$ cat src/rtl/assert_macros.svh
// assertion macros used by the top-level rtl file
`ifndef ASSERT_MACROS_SVH
`define ASSERT_MACROS_SVH
`ifndef SYNTHESIS
`define COBB_ASSERT(lbl, clk, rst_n, prop) \
	lbl: assert property (@(posedge clk) disable iff (!rst_n) prop) else $error("assertion failed");
`define COBB_ASSERT_IMP(lbl, clk, rst_n, ante, cons) \
	lbl: assert property (@(posedge clk) disable iff (!rst_n) (ante) |-> (cons)) else $error("assertion failed");
`else
`define COBB_ASSERT(lbl, clk, rst_n, prop)
`define COBB_ASSERT_IMP(lbl, clk, rst_n, ante, cons)
`endif
`endif

$ cat src/rtl/cobb_isqrt.sv
// pipelined integer square root, one result bit per stage, rounded to nearest
module cobb_isqrt #(
	parameter int OUT_W  = 32,
	parameter int SIDE_W = 1
) (
	input  logic                 clk,
	input  logic                 arst_n,
	input  logic                 en,
	input  logic                 in_valid,
	input  logic [2*OUT_W-1:0]   radicand,
	input  logic [SIDE_W-1:0]    side_in,
	output logic                 out_valid,
	output logic [OUT_W-1:0]     root,
	output logic [SIDE_W-1:0]    side_out
);
	localparam int IN_W  = 2 * OUT_W;
	localparam int REM_W = OUT_W + 2;

	logic [IN_W-1:0]   src_s  [0:OUT_W];
	logic [REM_W-1:0]  rem_s  [0:OUT_W];
	logic [OUT_W-1:0]  rt_s   [0:OUT_W];
	logic              v_s    [0:OUT_W];
	logic [SIDE_W-1:0] side_s [0:OUT_W];

	assign src_s[0]  = radicand;
	assign rem_s[0]  = '0;
	assign rt_s[0]   = '0;
	assign v_s[0]    = in_valid;
	assign side_s[0] = side_in;

	for (genvar k = 0; k < OUT_W; k++) begin : g_step
		logic [REM_W-1:0] acc, trial;
		assign acc   = {rem_s[k][OUT_W-1:0], src_s[k][IN_W-1 -: 2]};
		assign trial = {rt_s[k], 2'b01};

		always_ff @(posedge clk or negedge arst_n) begin
			if (!arst_n) begin
				v_s[k+1] <= 1'b0;
			end else if (en) begin
				v_s[k+1] <= v_s[k];
			end
		end

		always_ff @(posedge clk) begin
			if (en) begin
				if (acc >= trial) begin
					rem_s[k+1] <= acc - trial;
					rt_s[k+1]  <= {rt_s[k][OUT_W-2:0], 1'b1};
				end else begin
					rem_s[k+1] <= acc;
					rt_s[k+1]  <= {rt_s[k][OUT_W-2:0], 1'b0};
				end
				src_s[k+1]  <= src_s[k] << 2;
				side_s[k+1] <= side_s[k];
			end
		end
	end

	always_ff @(posedge clk or negedge arst_n) begin
		if (!arst_n) begin
			out_valid <= 1'b0;
		end else if (en) begin
			out_valid <= v_s[OUT_W];
		end
	end

	// remainder above the floor root means the true root is past the half
	always_ff @(posedge clk) begin
		if (en) begin
			root     <= (rem_s[OUT_W] > REM_W'(rt_s[OUT_W])) ? rt_s[OUT_W] + 1'b1 : rt_s[OUT_W];
			side_out <= side_s[OUT_W];
		end
	end
endmodule

$ cat config.mk
export PLATFORM = sky130hd
export DESIGN_NAME = cobb_isqrt
export DESIGN_NICKNAME = d
export VERILOG_FILES = /design/src/rtl/assert_macros.svh /design/src/rtl/cobb_isqrt.sv
export SDC_FILE = /design/constraint.sdc
export NUM_CORES = 2
export LEC_CHECK = 0
export BUFFER_PORTS_ARGS = -buffer_cell sky130_fd_sc_hd__buf_2
export CAP_MARGIN = 20
export CORE_MARGIN = 2
export CORE_UTILIZATION = 45
export DETAILED_ROUTE_END_ITERATION = 8
export PLACE_DENSITY = 0.58
export SLEW_MARGIN = 20
export SYNTH_ARGS = -nofsm -noshare
export SYNTH_HDL_FRONTEND = slang
export SYNTH_SLANG_ARGS = --single-unit
$ cat constraint.sdc
create_clock -name clk -period 4.7 [get_ports clk]
set_clock_uncertainty 0.1 [all_clocks]
set_input_delay 0.94 -clock clk [delete_from_list [all_inputs] [get_ports clk]]
set_output_delay 0.94 -clock clk [all_outputs]
set_load 0.01 [all_outputs]
## Word-level counts from Yosys, hierarchy flattened

Index checks and enable logic that the tools add are counted.
Widths: inputs -> output; s select.

- Div/mod/pow operators: 0
- Order comparisons: 33
- Equality and inequality tests: 0
- Reduce and logical (&&, ||, !) cells: 0
- Multiply operators: 0
- Add/sub/neg operators: 33
- Mux-type cells: 65
- Bitwise gates (word level): 0
- Shifts and indexed selects: 0

Operators by type and width:

| operator | count |
|---|---|
| $mux 32 | 31 |
| $ge 34x10->1 | 1 |
| $ge 34x11->1 | 1 |
| $ge 34x12->1 | 1 |
| $ge 34x13->1 | 1 |
| $ge 34x14->1 | 1 |
| $ge 34x15->1 | 1 |
| $ge 34x16->1 | 1 |
| $ge 34x17->1 | 1 |
| $ge 34x18->1 | 1 |
| $ge 34x19->1 | 1 |
| $ge 34x20->1 | 1 |
| $ge 34x21->1 | 1 |
| $ge 34x22->1 | 1 |
| $ge 34x23->1 | 1 |
| $ge 34x24->1 | 1 |
| $ge 34x25->1 | 1 |
| $ge 34x26->1 | 1 |
| $ge 34x27->1 | 1 |
| $ge 34x28->1 | 1 |
| $ge 34x29->1 | 1 |
| $ge 34x3->1 | 1 |
| $ge 34x30->1 | 1 |
| $ge 34x31->1 | 1 |
| 46 further kinds | 77 |

- Register bits: 2615
- Latch bits: 0
- Bits in writable memories: 0
- Bits of input ports: 69
- Bits in read-only memories: 0
- Memories kept: 0

## Depth between registers and ports, before layout

- Word-level depth: 2
- Gate-level depth with buffers: 15
- Mapped depth without buffers: 13

## Worst setup path before layout

No wires, ideal clock.

- Path type: flip-flop to flip-flop
- From: reg rem_s, in the netlist g_step[5].acc[6]
- To: reg rem_s, in the netlist g_step[6].acc[32], data pin
- Data arrival time: 3.456 ns
- Slack: 0.882 ns
- Cell stages (with the launch flop): 11
- Path buffers: 0
- Clock period less this slack: 3.818 ns
- Data required time: 4.338 ns
- Cells stage by stage: edfxtp_1 > ha_1 > or4_4 > or3_4 > or4_4 > nor4_4 > o221a_2 > or4b_4 > or4_4 > nor3_2 > xor2_1

- Longest elaborated chain between the ends: 2

Ends and longest elaborated chain:

| what | RTL line | source |
|---|---|---|
| start: declaration | cobb_isqrt.sv:20 | `logic [REM_W-1:0] rem_s [0:OUT_W];` |
| start signal: indexed assignment | cobb_isqrt.sv:47 | `rem_s[k+1] <= acc - trial;` |
| $sub 32x7->32 / $ge 34x7->1 (equally long branches) | cobb_isqrt.sv:47, cobb_isqrt.sv:46 |  |
| $mux 32 (*) | cobb_isqrt.sv:46 | `if (acc >= trial) begin` |

Every way passes the cells marked *; elsewhere a longest branch is shown, timed or not.
A chain may end at the register's enable or synchronous reset.

## Final worst setup path

- From: reg rem_s, in the netlist g_step[29].acc[2]
- To: reg rem_s, in the netlist g_step[30].acc[9], data pin

- Longest elaborated chain between the ends: 2

Ends and longest elaborated chain:

| what | RTL line |
|---|---|
| $sub 32x31->32 / $ge 34x31->1 (equally long branches) | cobb_isqrt.sv:47, cobb_isqrt.sv:46 |
| $mux 32 (*) | cobb_isqrt.sv:46 |

Marked as above.

==> flow_summary.yaml <==
global_routing:
  grt.total_usage: 0.180
  grt_pass1_vias: 70600
  grt_antenna_before_repair: 4
  grt_pass1_wl_um: 391000
  overflow: 0
  grt_max_degree: 162
setup_path:
  cpLargestDelayFamily: "compound AO/OA/AOI/OAI gates"
  crit_slowest_cell: "o311ai_0"
  crit_buf_inv: 1
  cp_cell_sequence: "ha_1 -> nor2b_1 -> o311a_1 -> a211oi_1 -> o311ai_0 -> a21oi_1 -> o31ai_1 -> a21oi_1 -> o21ai_4 -> buf_12 -> mux2_2"
  regToRegEndpoint: "g_step[30].acc[9]"
  reg2reg_from: "g_step[29].acc[2]"
  path_max_fanout: 44
  critPathRequiredTime_ns: 5.21
  crit_arrival_ns: 4.68
  crit_top_cell: "a21oi_1"
  rr_worst_depth: 11
  start_kind: "flip-flop"
  cp-end-kind: "flip-flop"
  path_class: "flip-flop to flip-flop"
  r2r_slack_ns: 0.54
  slowest_delay_ns: 0.83
timing:
  slew_headroom: 0.341
  final-setup-viol-count: 0
  rsz0062_at_grt: "no"
  max_freq_mhz: 240
  period_share: 0.886
  tns_ns: 0
  worst_slack_ns: 0.536
  min_period_ns: 4.16
  final_max_slew_viol_count: 0
  worstMarginPinSlew_ns: 0.976
  finalHoldViolations: 0
pwr:
  ir_drop_uv: 296
  power_density_nw_per_um2: 511
  p_leak_nw: 52.3
min_path:
  hold_end: "src_s[1997]"
  min-delay-start: "radicand[11]"
  hold-path-cell-count: 1
  worstHoldPathType: "input pin to flip-flop"
drt:
  drc: 0
  drt_wl_total_um: 250000
  avgViaCountPerCell: 5.36
  wire_per_inst_um: 18.6
  firstDrtPassIters: 6
  first_iter_violations: 5569
  num_vias: 72100
  ant_nets: 0
synth:
  synth_largest_area_cell: "edfxtp_1"
  ys_seq_area_frac: 0.642
  netlist_area_um2: 121000
  post_synth.cell_area_avg_um2: 12.9
  async_flop_share: 0.0128
  ys_top_cells_by_area: "edfxtp_1, ha_1, xnor2_1"
  ys.flop_type: "edfxtp_1"
  syn-num-nets: 10000
  synth_cell_types: 88
  synthCells: 9344
  yosys_warnings: 0
  ys_ff_latch: 2586
  synth_top_area_share: 0.636
  synth_edf_count: 2553
die:
  core_um2: 267000
  start_util: 0.451
  die_w_um: 522
  dieArea_um2: 272000
  pin_count: 103
  rows: 190
  die_h_um: 522
place:
  dp.cells: 12900
  port_buffers: 102
  gp_congestion: 0.901
  hpwl_um: 180000
  post-place-ws_ns: 0.692
cells_and_area:
  instances_no_fill: 13500
  layout_commonest_cell: "edfxtp_1"
  syn_to_final_growth_pct: 12.3
  utilization: 0.507
  mostFrequentLayoutCells: "edfxtp_1, inv_1, a21oi_1"
  nets: 10300
  drive_gt1_frac: 0.0836
  fill_cells: 22900
clock_tree:
  cts_resized: 0
  cts_tree: "yes"
  cts_sinks: 2586
  cts_max_level: 5
  cts_made_buffers: 288
  cts_root_buf: "clkbuf_16"
  clkLatencyLatePin_ns: 0.90
  clockBufferDepth: 4
  clkTransAtPathRegs_ns: 0.06
status:
  status: "completed"
run:
  max_cap_violations: 0
-- flip-flops by register name, indices dropped and copies added (netlist names) --
signal / flops
g_step.acc: 996
g_step.trial: 496
out_valid: 1
rem_s: 34
root: 32
rt_s: 32
side_out: 1
side_s: 32
src_s: 930
v_s: 32
-- worst max path at each step --
| stage | from | depth (start not counted) | slack [ns] | to |
|---|---|---|---|---|
| after floorplan | g_step[5].acc[6] | 10 | 0.88 | g_step[6].acc[32] |
| after CTS | g_step[26].acc[2] | 12 | 0.65 | g_step[27].acc[32] |
| after detailed placement | g_step[26].acc[2] | 12 | 0.69 | g_step[27].acc[32] |
| final | g_step[29].acc[2] | 11 | 0.54 | g_step[30].acc[9] |
| after global placement | g_step[22].acc[2] | 11 | 0.69 | g_step[23].acc[32] |
| after global routing | g_step[16].trial[2] | 12 | 0.26 | g_step[17].acc[30] |
-- metal layers --
metal / vias up / share of wire / routed length (um) / global-route usage
met5: - / 0 / 0 / 0
met4: 0 / 0.038 / 9550 / 0.0701
met3: 498 / 0.038 / 9450 / 0.0202
met2: 1544 / 0.49 / 122000 / 0.306
met1: 34900 / 0.44 / 110000 / 0.236
li1: 35200 / - / - / -
-- layout make-up --
type / count / area, um^2 / share of cell area
Sequential cell: 2586 / 77500 / 0.572
Antenna cell: 3 / 7.51 / 0.0000554
Tap cell: 3552 / 4440 / 0.0328
Multi-Input combinational cell: 5821 / 39700 / 0.293
Clock buffer: 349 / 7580 / 0.0560
Clock inverter: 165 / 1700 / 0.0126
Timing Repair Buffer: 218 / 1670 / 0.0123
Inverter: 758 / 2850 / 0.0210
-- where the power goes --
group / switching [mW] / internal (mW)
Sequential: 2.20 / 29.5
Combinational: 8.90 / 6.49
Clock: 9.13 / 12.9
Total: 20.2 / 49.0
-- metrics by stage --
stage | total power [mW] | hold WS (ns) | cell area [um^2]
2_1_floorplan | 42.5 | 0.300 | 121000
3_3_place_gp | 47.3 | 0.300 | 126000
3_5_place_dp | 47.5 | 0.305 | 126000
4_1_cts | 70.0 | 0.0358 | 135000
5_1_grt | 72.9 | 0.0673 | 135000
6_report | 69.2 | 0.118 | 135000
-- repair_timing --
item                                   CTS  global route
buffers inserted                         0             0
hold buffers                             1             0
endpoints found under the hold margin   32             0
-- kinds of logic after synthesis --
logic type | count (synthesis) | share of synthesized area
compound gates | 1905 | 0.0976
xor+xnor | 839 | 0.0609
fa+ha+maj | 599 | 0.0621
buf+inv | 937 | 0.0293
flops | 2586 | 0.642
mux | 126 | 0.0116
other cells | 1 | 0.0000311
simple gates | 2351 | 0.0960
-- Yosys cell counts (all sizes together) (46+ instances only) --
| master | count |
|---|---|
| a21o | 266 |
| or4 | 50 |
| nor2b | 89 |
| or3 | 91 |
| nand2b | 113 |
| xnor2 | 438 |
| nand2 | 589 |
| mux2 | 114 |
| nor4 | 106 |
| a21oi | 621 |
| and3 | 53 |
| inv | 758 |
| ha | 599 |
| nand4 | 98 |
| or2 | 46 |
| o21bai | 53 |
| clkbuf | 166 |
| o31ai | 51 |
| nor3 | 215 |
| xor2 | 401 |
| a31oi | 56 |
| edfxtp | 2553 |
| o21ai | 473 |
| nor2 | 605 |
| nand3 | 163 |
| o21a | 107 |
Note: power is estimated with default switching activity, not from simulation.
