[src/rtl/assert_macros.svh]
// assertion macros used by the top-level rtl file
`ifndef ASSERT_MACROS_SVH
`define ASSERT_MACROS_SVH
`ifndef SYNTHESIS
`define COBB_ASSERT(lbl, clk, rst_n, prop) \
	lbl: assert property (@(posedge clk) disable iff (!rst_n) prop) else $error("assertion failed");
`define COBB_ASSERT_IMP(lbl, clk, rst_n, ante, cons) \
	lbl: assert property (@(posedge clk) disable iff (!rst_n) (ante) |-> (cons)) else $error("assertion failed");
`else
`define COBB_ASSERT(lbl, clk, rst_n, prop)
`define COBB_ASSERT_IMP(lbl, clk, rst_n, ante, cons)
`endif
`endif

[src/rtl/cobb_pkg.sv]
// shared constants and the cordic arctangent table
package cobb_pkg;
	localparam int CORDIC_W   = 32;
	localparam int TRIG_W     = 30;
	localparam int FRAC       = 28;
	localparam int QUO_W      = FRAC + 1;
	localparam int NORM_W     = 16;
	localparam int NORM_FRAC  = 14;
	localparam int NORM_SHIFT = 2 * FRAC - NORM_FRAC;
	localparam int NORM_ONE   = 16384;
	localparam int ATAN_STEPS = 24;
	localparam logic signed [CORDIC_W-1:0] CORDIC_GAIN = 32'sd652032874;
	localparam logic signed [CORDIC_W-1:0] TRIG_ONE30  = 32'sh4000_0000;

	function automatic logic [31:0] atan_turn(input int unsigned idx);
		logic [31:0] v;
		case (idx)
			0: v = 32'h20000000;
			1: v = 32'h12E4051E;
			2: v = 32'h09FB385B;
			3: v = 32'h051111D4;
			4: v = 32'h028B0D43;
			5: v = 32'h0145D7E1;
			6: v = 32'h00A2F61E;
			7: v = 32'h00517C55;
			8: v = 32'h0028BE53;
			9: v = 32'h00145F2F;
			10: v = 32'h000A2F98;
			11: v = 32'h000517CC;
			12: v = 32'h00028BE6;
			13: v = 32'h000145F3;
			14: v = 32'h0000A2F9;
			15: v = 32'h0000517C;
			16: v = 32'h000028BE;
			17: v = 32'h0000145F;
			18: v = 32'h00000A2F;
			19: v = 32'h00000517;
			20: v = 32'h0000028B;
			21: v = 32'h00000145;
			22: v = 32'h000000A2;
			23: v = 32'h00000051;
			default: v = '0;
		endcase
		return v;
	endfunction
endpackage

[src/rtl/cobb_cordic.sv]
// pipelined rotation-mode cordic giving cosine and sine of a binary angle
module cobb_cordic #(
	parameter int ANGLE_WIDTH  = 16,
	parameter int CORDIC_STEPS = 16,
	parameter int SIDE_W       = 1
) (
	input  logic                                   clk,
	input  logic                                   arst_n,
	input  logic                                   en,
	input  logic                                   in_valid,
	input  logic [ANGLE_WIDTH-1:0]                 angle,
	input  logic [SIDE_W-1:0]                      side_in,
	output logic                                   out_valid,
	output logic signed [cobb_pkg::TRIG_W-1:0]     cos_out,
	output logic signed [cobb_pkg::TRIG_W-1:0]     sin_out,
	output logic [SIDE_W-1:0]                      side_out
);
	localparam int CW = cobb_pkg::CORDIC_W;
	localparam int TW = cobb_pkg::TRIG_W;
	localparam int NS = CORDIC_STEPS;

	logic signed [CW-1:0] x_s [0:NS];
	logic signed [CW-1:0] y_s [0:NS];
	logic signed [CW-1:0] z_s [0:NS];
	logic [1:0]           q_s [0:NS];
	logic                 v_s [0:NS];
	logic [SIDE_W-1:0]    side_s [0:NS];

	logic [31:0]          a32;
	logic [31:0]          u;
	logic signed [CW-1:0] z0;

	// offset by an eighth turn so the residual angle stays within +-45 degrees
	assign a32 = 32'(angle) << (32 - ANGLE_WIDTH);
	assign u   = a32 + 32'h2000_0000;
	assign z0  = $signed(CW'(u[29:0])) - 32'sh2000_0000;

	always_ff @(posedge clk or negedge arst_n) begin
		if (!arst_n) begin
			v_s[0] <= 1'b0;
		end else if (en) begin
			v_s[0] <= in_valid;
		end
	end

	always_ff @(posedge clk) begin
		if (en) begin
			x_s[0]    <= cobb_pkg::CORDIC_GAIN;
			y_s[0]    <= '0;
			z_s[0]    <= z0;
			q_s[0]    <= u[31:30];
			side_s[0] <= side_in;
		end
	end

	for (genvar k = 0; k < NS; k++) begin : g_iter
		logic signed [CW-1:0] at;
		assign at = $signed(cobb_pkg::atan_turn(k));

		always_ff @(posedge clk or negedge arst_n) begin
			if (!arst_n) begin
				v_s[k+1] <= 1'b0;
			end else if (en) begin
				v_s[k+1] <= v_s[k];
			end
		end

		always_ff @(posedge clk) begin
			if (en) begin
				if (!z_s[k][CW-1]) begin
					x_s[k+1] <= x_s[k] - (y_s[k] >>> k);
					y_s[k+1] <= y_s[k] + (x_s[k] >>> k);
					z_s[k+1] <= z_s[k] - at;
				end else begin
					x_s[k+1] <= x_s[k] + (y_s[k] >>> k);
					y_s[k+1] <= y_s[k] - (x_s[k] >>> k);
					z_s[k+1] <= z_s[k] + at;
				end
				q_s[k+1]    <= q_s[k];
				side_s[k+1] <= side_s[k];
			end
		end
	end

	logic signed [CW-1:0] xr, yr, xc, yc, xh, yh;

	// quadrant fold, clamp to one, round Q1.30 down to Q1.28
	always_comb begin
		case (q_s[NS])
			2'd1: begin
				xr = -y_s[NS];
				yr = x_s[NS];
			end
			2'd2: begin
				xr = -x_s[NS];
				yr = -y_s[NS];
			end
			2'd3: begin
				xr = y_s[NS];
				yr = -x_s[NS];
			end
			default: begin
				xr = x_s[NS];
				yr = y_s[NS];
			end
		endcase
		xc = (xr > cobb_pkg::TRIG_ONE30) ? cobb_pkg::TRIG_ONE30 :
			(xr < -cobb_pkg::TRIG_ONE30) ? -cobb_pkg::TRIG_ONE30 : xr;
		yc = (yr > cobb_pkg::TRIG_ONE30) ? cobb_pkg::TRIG_ONE30 :
			(yr < -cobb_pkg::TRIG_ONE30) ? -cobb_pkg::TRIG_ONE30 : yr;
		xh = (xc + 32'sd2) >>> 2;
		yh = (yc + 32'sd2) >>> 2;
	end

	always_ff @(posedge clk or negedge arst_n) begin
		if (!arst_n) begin
			out_valid <= 1'b0;
		end else if (en) begin
			out_valid <= v_s[NS];
		end
	end

	always_ff @(posedge clk) begin
		if (en) begin
			cos_out  <= TW'(xh);
			sin_out  <= TW'(yh);
			side_out <= side_s[NS];
		end
	end
endmodule

[config.mk]
export PLATFORM = sky130hd
export DESIGN_NAME = cobb_cordic
export DESIGN_NICKNAME = d
export VERILOG_FILES = /design/src/rtl/assert_macros.svh /design/src/rtl/cobb_pkg.sv /design/src/rtl/cobb_cordic.sv
export SDC_FILE = /design/constraint.sdc
export NUM_CORES = 2
export LEC_CHECK = 0
export BUFFER_PORTS_ARGS = -buffer_cell sky130_fd_sc_hd__buf_2
export CAP_MARGIN = 5
export CORE_MARGIN = 2
export CORE_UTILIZATION = 56
export CTS_CLUSTER_DIAMETER = 120
export DETAILED_ROUTE_END_ITERATION = 8
export GPL_TIMING_DRIVEN = 0
export PLACE_DENSITY = 0.72
export SYNTH_ARGS = -nofsm -noshare
export SYNTH_HDL_FRONTEND = slang
export SYNTH_SLANG_ARGS = --single-unit
[constraint.sdc]
create_clock -name clk -period 7.98 [get_ports clk]
set_input_delay 0.798 -clock clk [delete_from_list [all_inputs] [get_ports clk]]
set_output_delay 0.798 -clock clk [all_outputs]
set_load 0.05 [all_outputs]
==> Yosys cells after proc, flatten, opt, wreduce, memory -nomap -nowiden <==
Memories as Yosys holds them, arrays and structs flattened. A register that Yosys moved wholly into a read port is not among the register bits.
Index checks and enable logic that the tools add are counted.
{ "op_classes": {"muxes": 152, "n_addsub": 101, "n_lt_le_gt_ge": 4, "eq_ne": 3, "bitwise_logic": 48} }
{ "op_table": {"columns": ["operator", "n"], "rows": [
  ["$mux 32", 52],
  ["$pmux 32 s3", 2],
  ["$mux 1", 98],
  ["$add 32x17->32", 2],
  ["$add 32x18->32", 2],
  ["$add 32x19->32", 2],
  ["$add 32x20->32", 2],
  ["$add 32x21->32", 2],
  ["$add 32x22->32", 2],
  ["$add 32x23->32", 2],
  ["$add 32x24->32", 2],
  ["$add 32x25->32", 2],
  ["$add 32x26->32", 2],
  ["$add 32x27->32", 2],
  ["$add 32x28->32", 2],
  ["$add 32x29->32", 2],
  ["$add 32x3->32 const B", 2],
  ["$add 32x30->32", 2],
  ["$add 32x30->32 const B", 2],
  ["$add 32x31->32", 2],
  ["$gt 32x32->1 const B", 2],
  ["$lt 32x31->1 const B", 2],
  ["$neg 32->32", 2],
  ["$sub 32x17->32", 2],
  ["51 further kinds", 114]
]} }
{ "totals": {"memories": 5, "input_bits": 21, "wordCells": 333, "ramBits": 1683, "register_bits": 78} }
{ "mem_list": {"columns": ["memory", "depth", "word_bits", "read_ports", "rd_ports_with_merged_regs", "write_ports", "line_no", "text"], "rows": [
  ["x_s", 17, 32, 17, 0, 17, "cobb_cordic.sv:22", "logic signed [CW-1:0] x_s [0:NS];"],
  ["y_s", 17, 32, 17, 0, 17, "cobb_cordic.sv:23", "logic signed [CW-1:0] y_s [0:NS];"],
  ["z_s", 17, 32, 16, 0, 17, "cobb_cordic.sv:24", "logic signed [CW-1:0] z_s [0:NS];"],
  ["q_s", 17, 2, 17, 0, 17, "cobb_cordic.sv:25", "logic [1:0] q_s [0:NS];"],
  ["side_s", 17, 1, 17, 1, 17, "cobb_cordic.sv:27", "logic [SIDE_W-1:0] side_s [0:NS];"]
]} }

==> Longest topological paths before layout <==
An unclocked memory read counts as a cell.
{ "depth": {"depth_word": 7, "depth_mapped": 26, "ltp_nobuf": 22} }

==> Worst setup path after synthesis <==
Ideal clock, no wire load.
{ "synth_timing": {"path_kind": "register to register", "startpoint": "mem x_s[16][8] (netlist name)", "endpoint": "reg cos_out[27] (netlist name) (data pin)", "setup_time_ns": 0.258, "path_slack_ns": 1.857, "stages_incl_launch_ff": 24, "required_time_ns": 7.722, "arrival_time_ns": 5.864, "path_cell_list": "edfxtp_1 buf_6 or4_4 buf_6 or4_4 buf_6 o41ai_1 xor2_1 mux2i_1 or4_1 nor4_1 nand4b_1 nor4bb_1 a31oi_1 clkbuf_1 nor2_1 ha_1 and3_1 nand4_1 or4_1 nor3_1 and3_1 nand2_1 xnor2_1"} }
{ "synth_rtl": {"columns": ["element", "line_no", "text"], "rows": [
  ["start, declared", "cobb_cordic.sv:22", null],
  ["end signal, assigned", "cobb_cordic.sv:125", "cos_out <= TW'(xh);"],
  ["end, declared", "cobb_cordic.sv:14", "output logic signed [cobb_pkg::TRIG_W-1:0] cos_out,"]
]} }

==> flow_summary.json <==
{
  "final_cell_mix": "1468 x edfxtp_1, 1298 x ha_1, 1167 x xnor2_1",
  "port_buffers": 82,
  "fin_worst_skew_ns": 0.06871,
  "drcViolationCount": 0,
  "max-slew-margin-rel": 0.1473,
  "critical_path_buf_inv_count": 6,
  "cpMaxStageDelayCell": "clkbuf_2",
  "pre_cts_ws_ns": -1.036,
  "synth.largest_area_cell": "edfxtp_1",
  "crit_path_start": "en",
  "status": "finished clean",
  "seq_area_sq_um": 44530,
  "core_sq_um": 214600,
  "critPathArrivalTime_ns": 8.30,
  "die_area_sq_um": 219500,
  "path_depth": 21,
  "syn_inst": 12450,
  "finalWorstSetupSlack_ns": 0.2726,
  "crit_path_max_incr_delay_ns": 0.78,
  "antenna_found_initial": 11,
  "synth_area_sq_um": 120800,
  "dieWidth_microns": 468.5,
  "drtIter0Drc": 8070,
  "cp_cell_sequence": "buf_6, buf_16, clkbuf_2, clkbuf_2, nand2_1, clkinv_1, clkbuf_2, nor2_1, xor2_1, ha_1, nand2_1, o21ai_0, o41ai_1, o31a_1, o21ai_0, a31oi_1, a211oi_1, a21oi_1, o21ai_0, a21oi_1, xnor2_1",
  "clkSinkCount": 1486,
  "multi_input_area_sq_um": 73690,
  "die_h_microns": 468.5,
  "ys_seq_area_frac": 0.3686,
  "cts_tree": "built",
  "fillers": 17930,
  "nets": 14090,
  "synth_nets": 13810,
  "cts-htree-levels": 4,
  "syn2layout_area_growth_pct": 8.813,
  "cp_top_family": "buffers and inverters",
  "worstSetupPathType": "primary input to flop",
  "start_util": 0.5629,
  "antenna_left": 0,
  "grt_pass1_wl_microns": 510500,
  "routed_wl_microns": 328100,
  "drv_cap": 0,
  "vias_per_cell": 6.164,
  "ctsRootBufferMaster": "clkbuf_16",
  "ys_top_cells_by_area": "edfxtp_1 36%, ha_1 13%, xnor2_1 8.5%",
  "reg2reg_from": "y_s[16][5]",
  "ys_types": 90,
  "routabilityCongestion": 0.9719,
  "via_count": 96840,
  "firstDrtPassIters": 6,
  "min_period_ns": 7.707,
  "ys_ff_latch": 1486,
  "dp_hpwl_microns": 261600,
  "hold_class": "primary input to flop",
  "rows": 170,
  "endpoint": "x_s[5][31]",
  "grt_overflow": 0,
  "required_ns": 8.57,
  "io_pins": 83,
  "critPathLaunchType": "primary input",
  "synth_edf_count": 1468,
  "synth.avg_cell_area_sq_um": 9.705,
  "wl_per_cell_microns": 20.88,
  "tightest_slew_ns": 1.279,
  "rr_worst_depth": 22,
  "yosys_warnings": 0,
  "grt_pass1_vias": 92120,
  "final_max_slew_viol_count": 0,
  "setup_viol": 0,
  "drive_gt1_frac": 0.05276,
  "fmax_ghz": 0.1297,
  "final_common_cell": "edfxtp_1",
  "fin_crit_sh": 0.9658,
  "fin_setup_tns_ns": 0,
  "netlist.area_leader.share": 0.3649,
  "r2r_slack_ns": 0.29,
  "async_reset_ff_frac": 0.01211,
  "utilization": 0.6125,
  "holdWs_ns": 0.1032,
  "cts_buffers": 171,
  "ys.flop_type": "edfxtp_1",
  "clk_pin_slew_ns": 0.06,
  "grt_usage": 0.2923,
  "crit_fanout": 84,
  "clock_latency_ns": 0.87,
  "grt_max_degree": 85,
  "worst_setup_path_end_kind": "flop",
  "hold_violations": 0,
  "clockBufferDepth": 3,
  "r2r-end": "cos_out[27]"
}
-- synth_stat cells, types with 184 or more instances --
cell,count
edfxtp_1,1468
ha_1,1298
xnor2_1,1167
a21oi_1,1119
nor2_1,1070
o21ai_0,718
nand2_1,711
xor2_1,606
inv_1,457
a21o_1,416
nor3_1,351
o21a_1,240
nand3_1,208
clkbuf_1,184
-- worst register-to-register path, cell delays in order, from the launching register on --
cell and delay, ns:
edfxtp_1 0.49, or2_2 0.33, clkbuf_1 0.30, nor3_1 0.81, clkbuf_1 0.44, a31oi_1 0.18
xnor2_1 0.20, mux2i_1 0.23, or4_1 0.60, nor4_2 0.36, nand4b_1 0.18, nor4bb_1 0.43
a31oi_1 0.30, clkbuf_1 0.31, nor2_1 0.15, ha_1 0.33, and3_1 0.27, nand4_1 0.20
or4_4 0.57, nor3_4 0.27, and3_1 0.25, nand2_1 0.08, xnor2_1 0.13
-- stage by stage --
| step | cell area (sq um) | cells |
|---|---|---|
| 4_1_cts | 131400 | 15700 |
| 3_3_place_gp | 124800 | 15370 |
| 6_report | 131500 | 15710 |
| 5_1_grt | 131500 | 15710 |
| 2_1_floorplan | 120800 | 12450 |
| 3_5_place_dp | 125400 | 15390 |
-- flip-flops by register name, indices dropped and copies added (netlist names) --
register   flops
v_s           17
x_s          456
sin_out       30
out_valid      1
side_s        17
z_s          419
side_out       1
q_s           34
cos_out       30
y_s          481
-- cell families (layout without fill, tap and decap cells) --
group | after synthesis | after routing | synth area share
AOI/OAI and AO/OA | 3552 | 3552 | 0.1868
muxes | 148 | 148 | 0.01313
DFF | 1486 | 1486 | 0.3686
xor gates and xnor gates | 1773 | 1773 | 0.1285
adders and majority gates | 1339 | 1339 | 0.1412
buffers and inverters | 695 | 1116 | 0.02179
and+or+nand+nor | 3455 | 3455 | 0.1398
other | 0 | 4 | 0
-- timing repair --
action	in CTS	in global routing
setup endpoints to repair	19	21
setup buffers	0	3
endpoints found under the hold margin	18	0
gates resized for setup	11	24
hold buffers	1	0
cloned	0	0
pin swaps	0	0
-- area by class of cell --
| cell class | count | area share |
|---|---|---|
| diodes | 4 | 0.00007614 |
| plain buffers | 233 | 0.007624 |
| clock buffers | 192 | 0.03315 |
| clock inverters | 124 | 0.01241 |
| inverters | 461 | 0.01316 |
| multi-input cells | 10270 | 0.5606 |
| flip-flops and latches | 1486 | 0.3388 |
| well taps | 2838 | 0.02701 |
| repair buffers | 106 | 0.007224 |
-- per-layer routing --
layer,part of all wire,track usage,routed length (microns)
met1,0.44,0.3877,143400
met2,0.46,0.4845,152400
met4,0.043,0.1206,13950
met5,0.00011,0,37
met3,0.056,0.03537,18240
-- worst min-delay path by stage --
stage                     slack, ns         end  cells after the start       start
after floorplan                0.40  q_s[0][10]                      0   q_s[0][8]
after global placement         0.40  side_s[16]                      0  side_s[15]
after detailed placement       0.40  q_s[0][24]                      0  q_s[0][22]
after CTS                      0.04  z_s[0][28]                      1   angle[12]
after global routing           0.06  z_s[0][18]                      1    angle[2]
final                          0.10  z_s[0][28]                      1   angle[12]
Power is left out: the tool's default activity adds up to more than one toggle a clock period on the data nets, which glitch-free logic cannot reach.
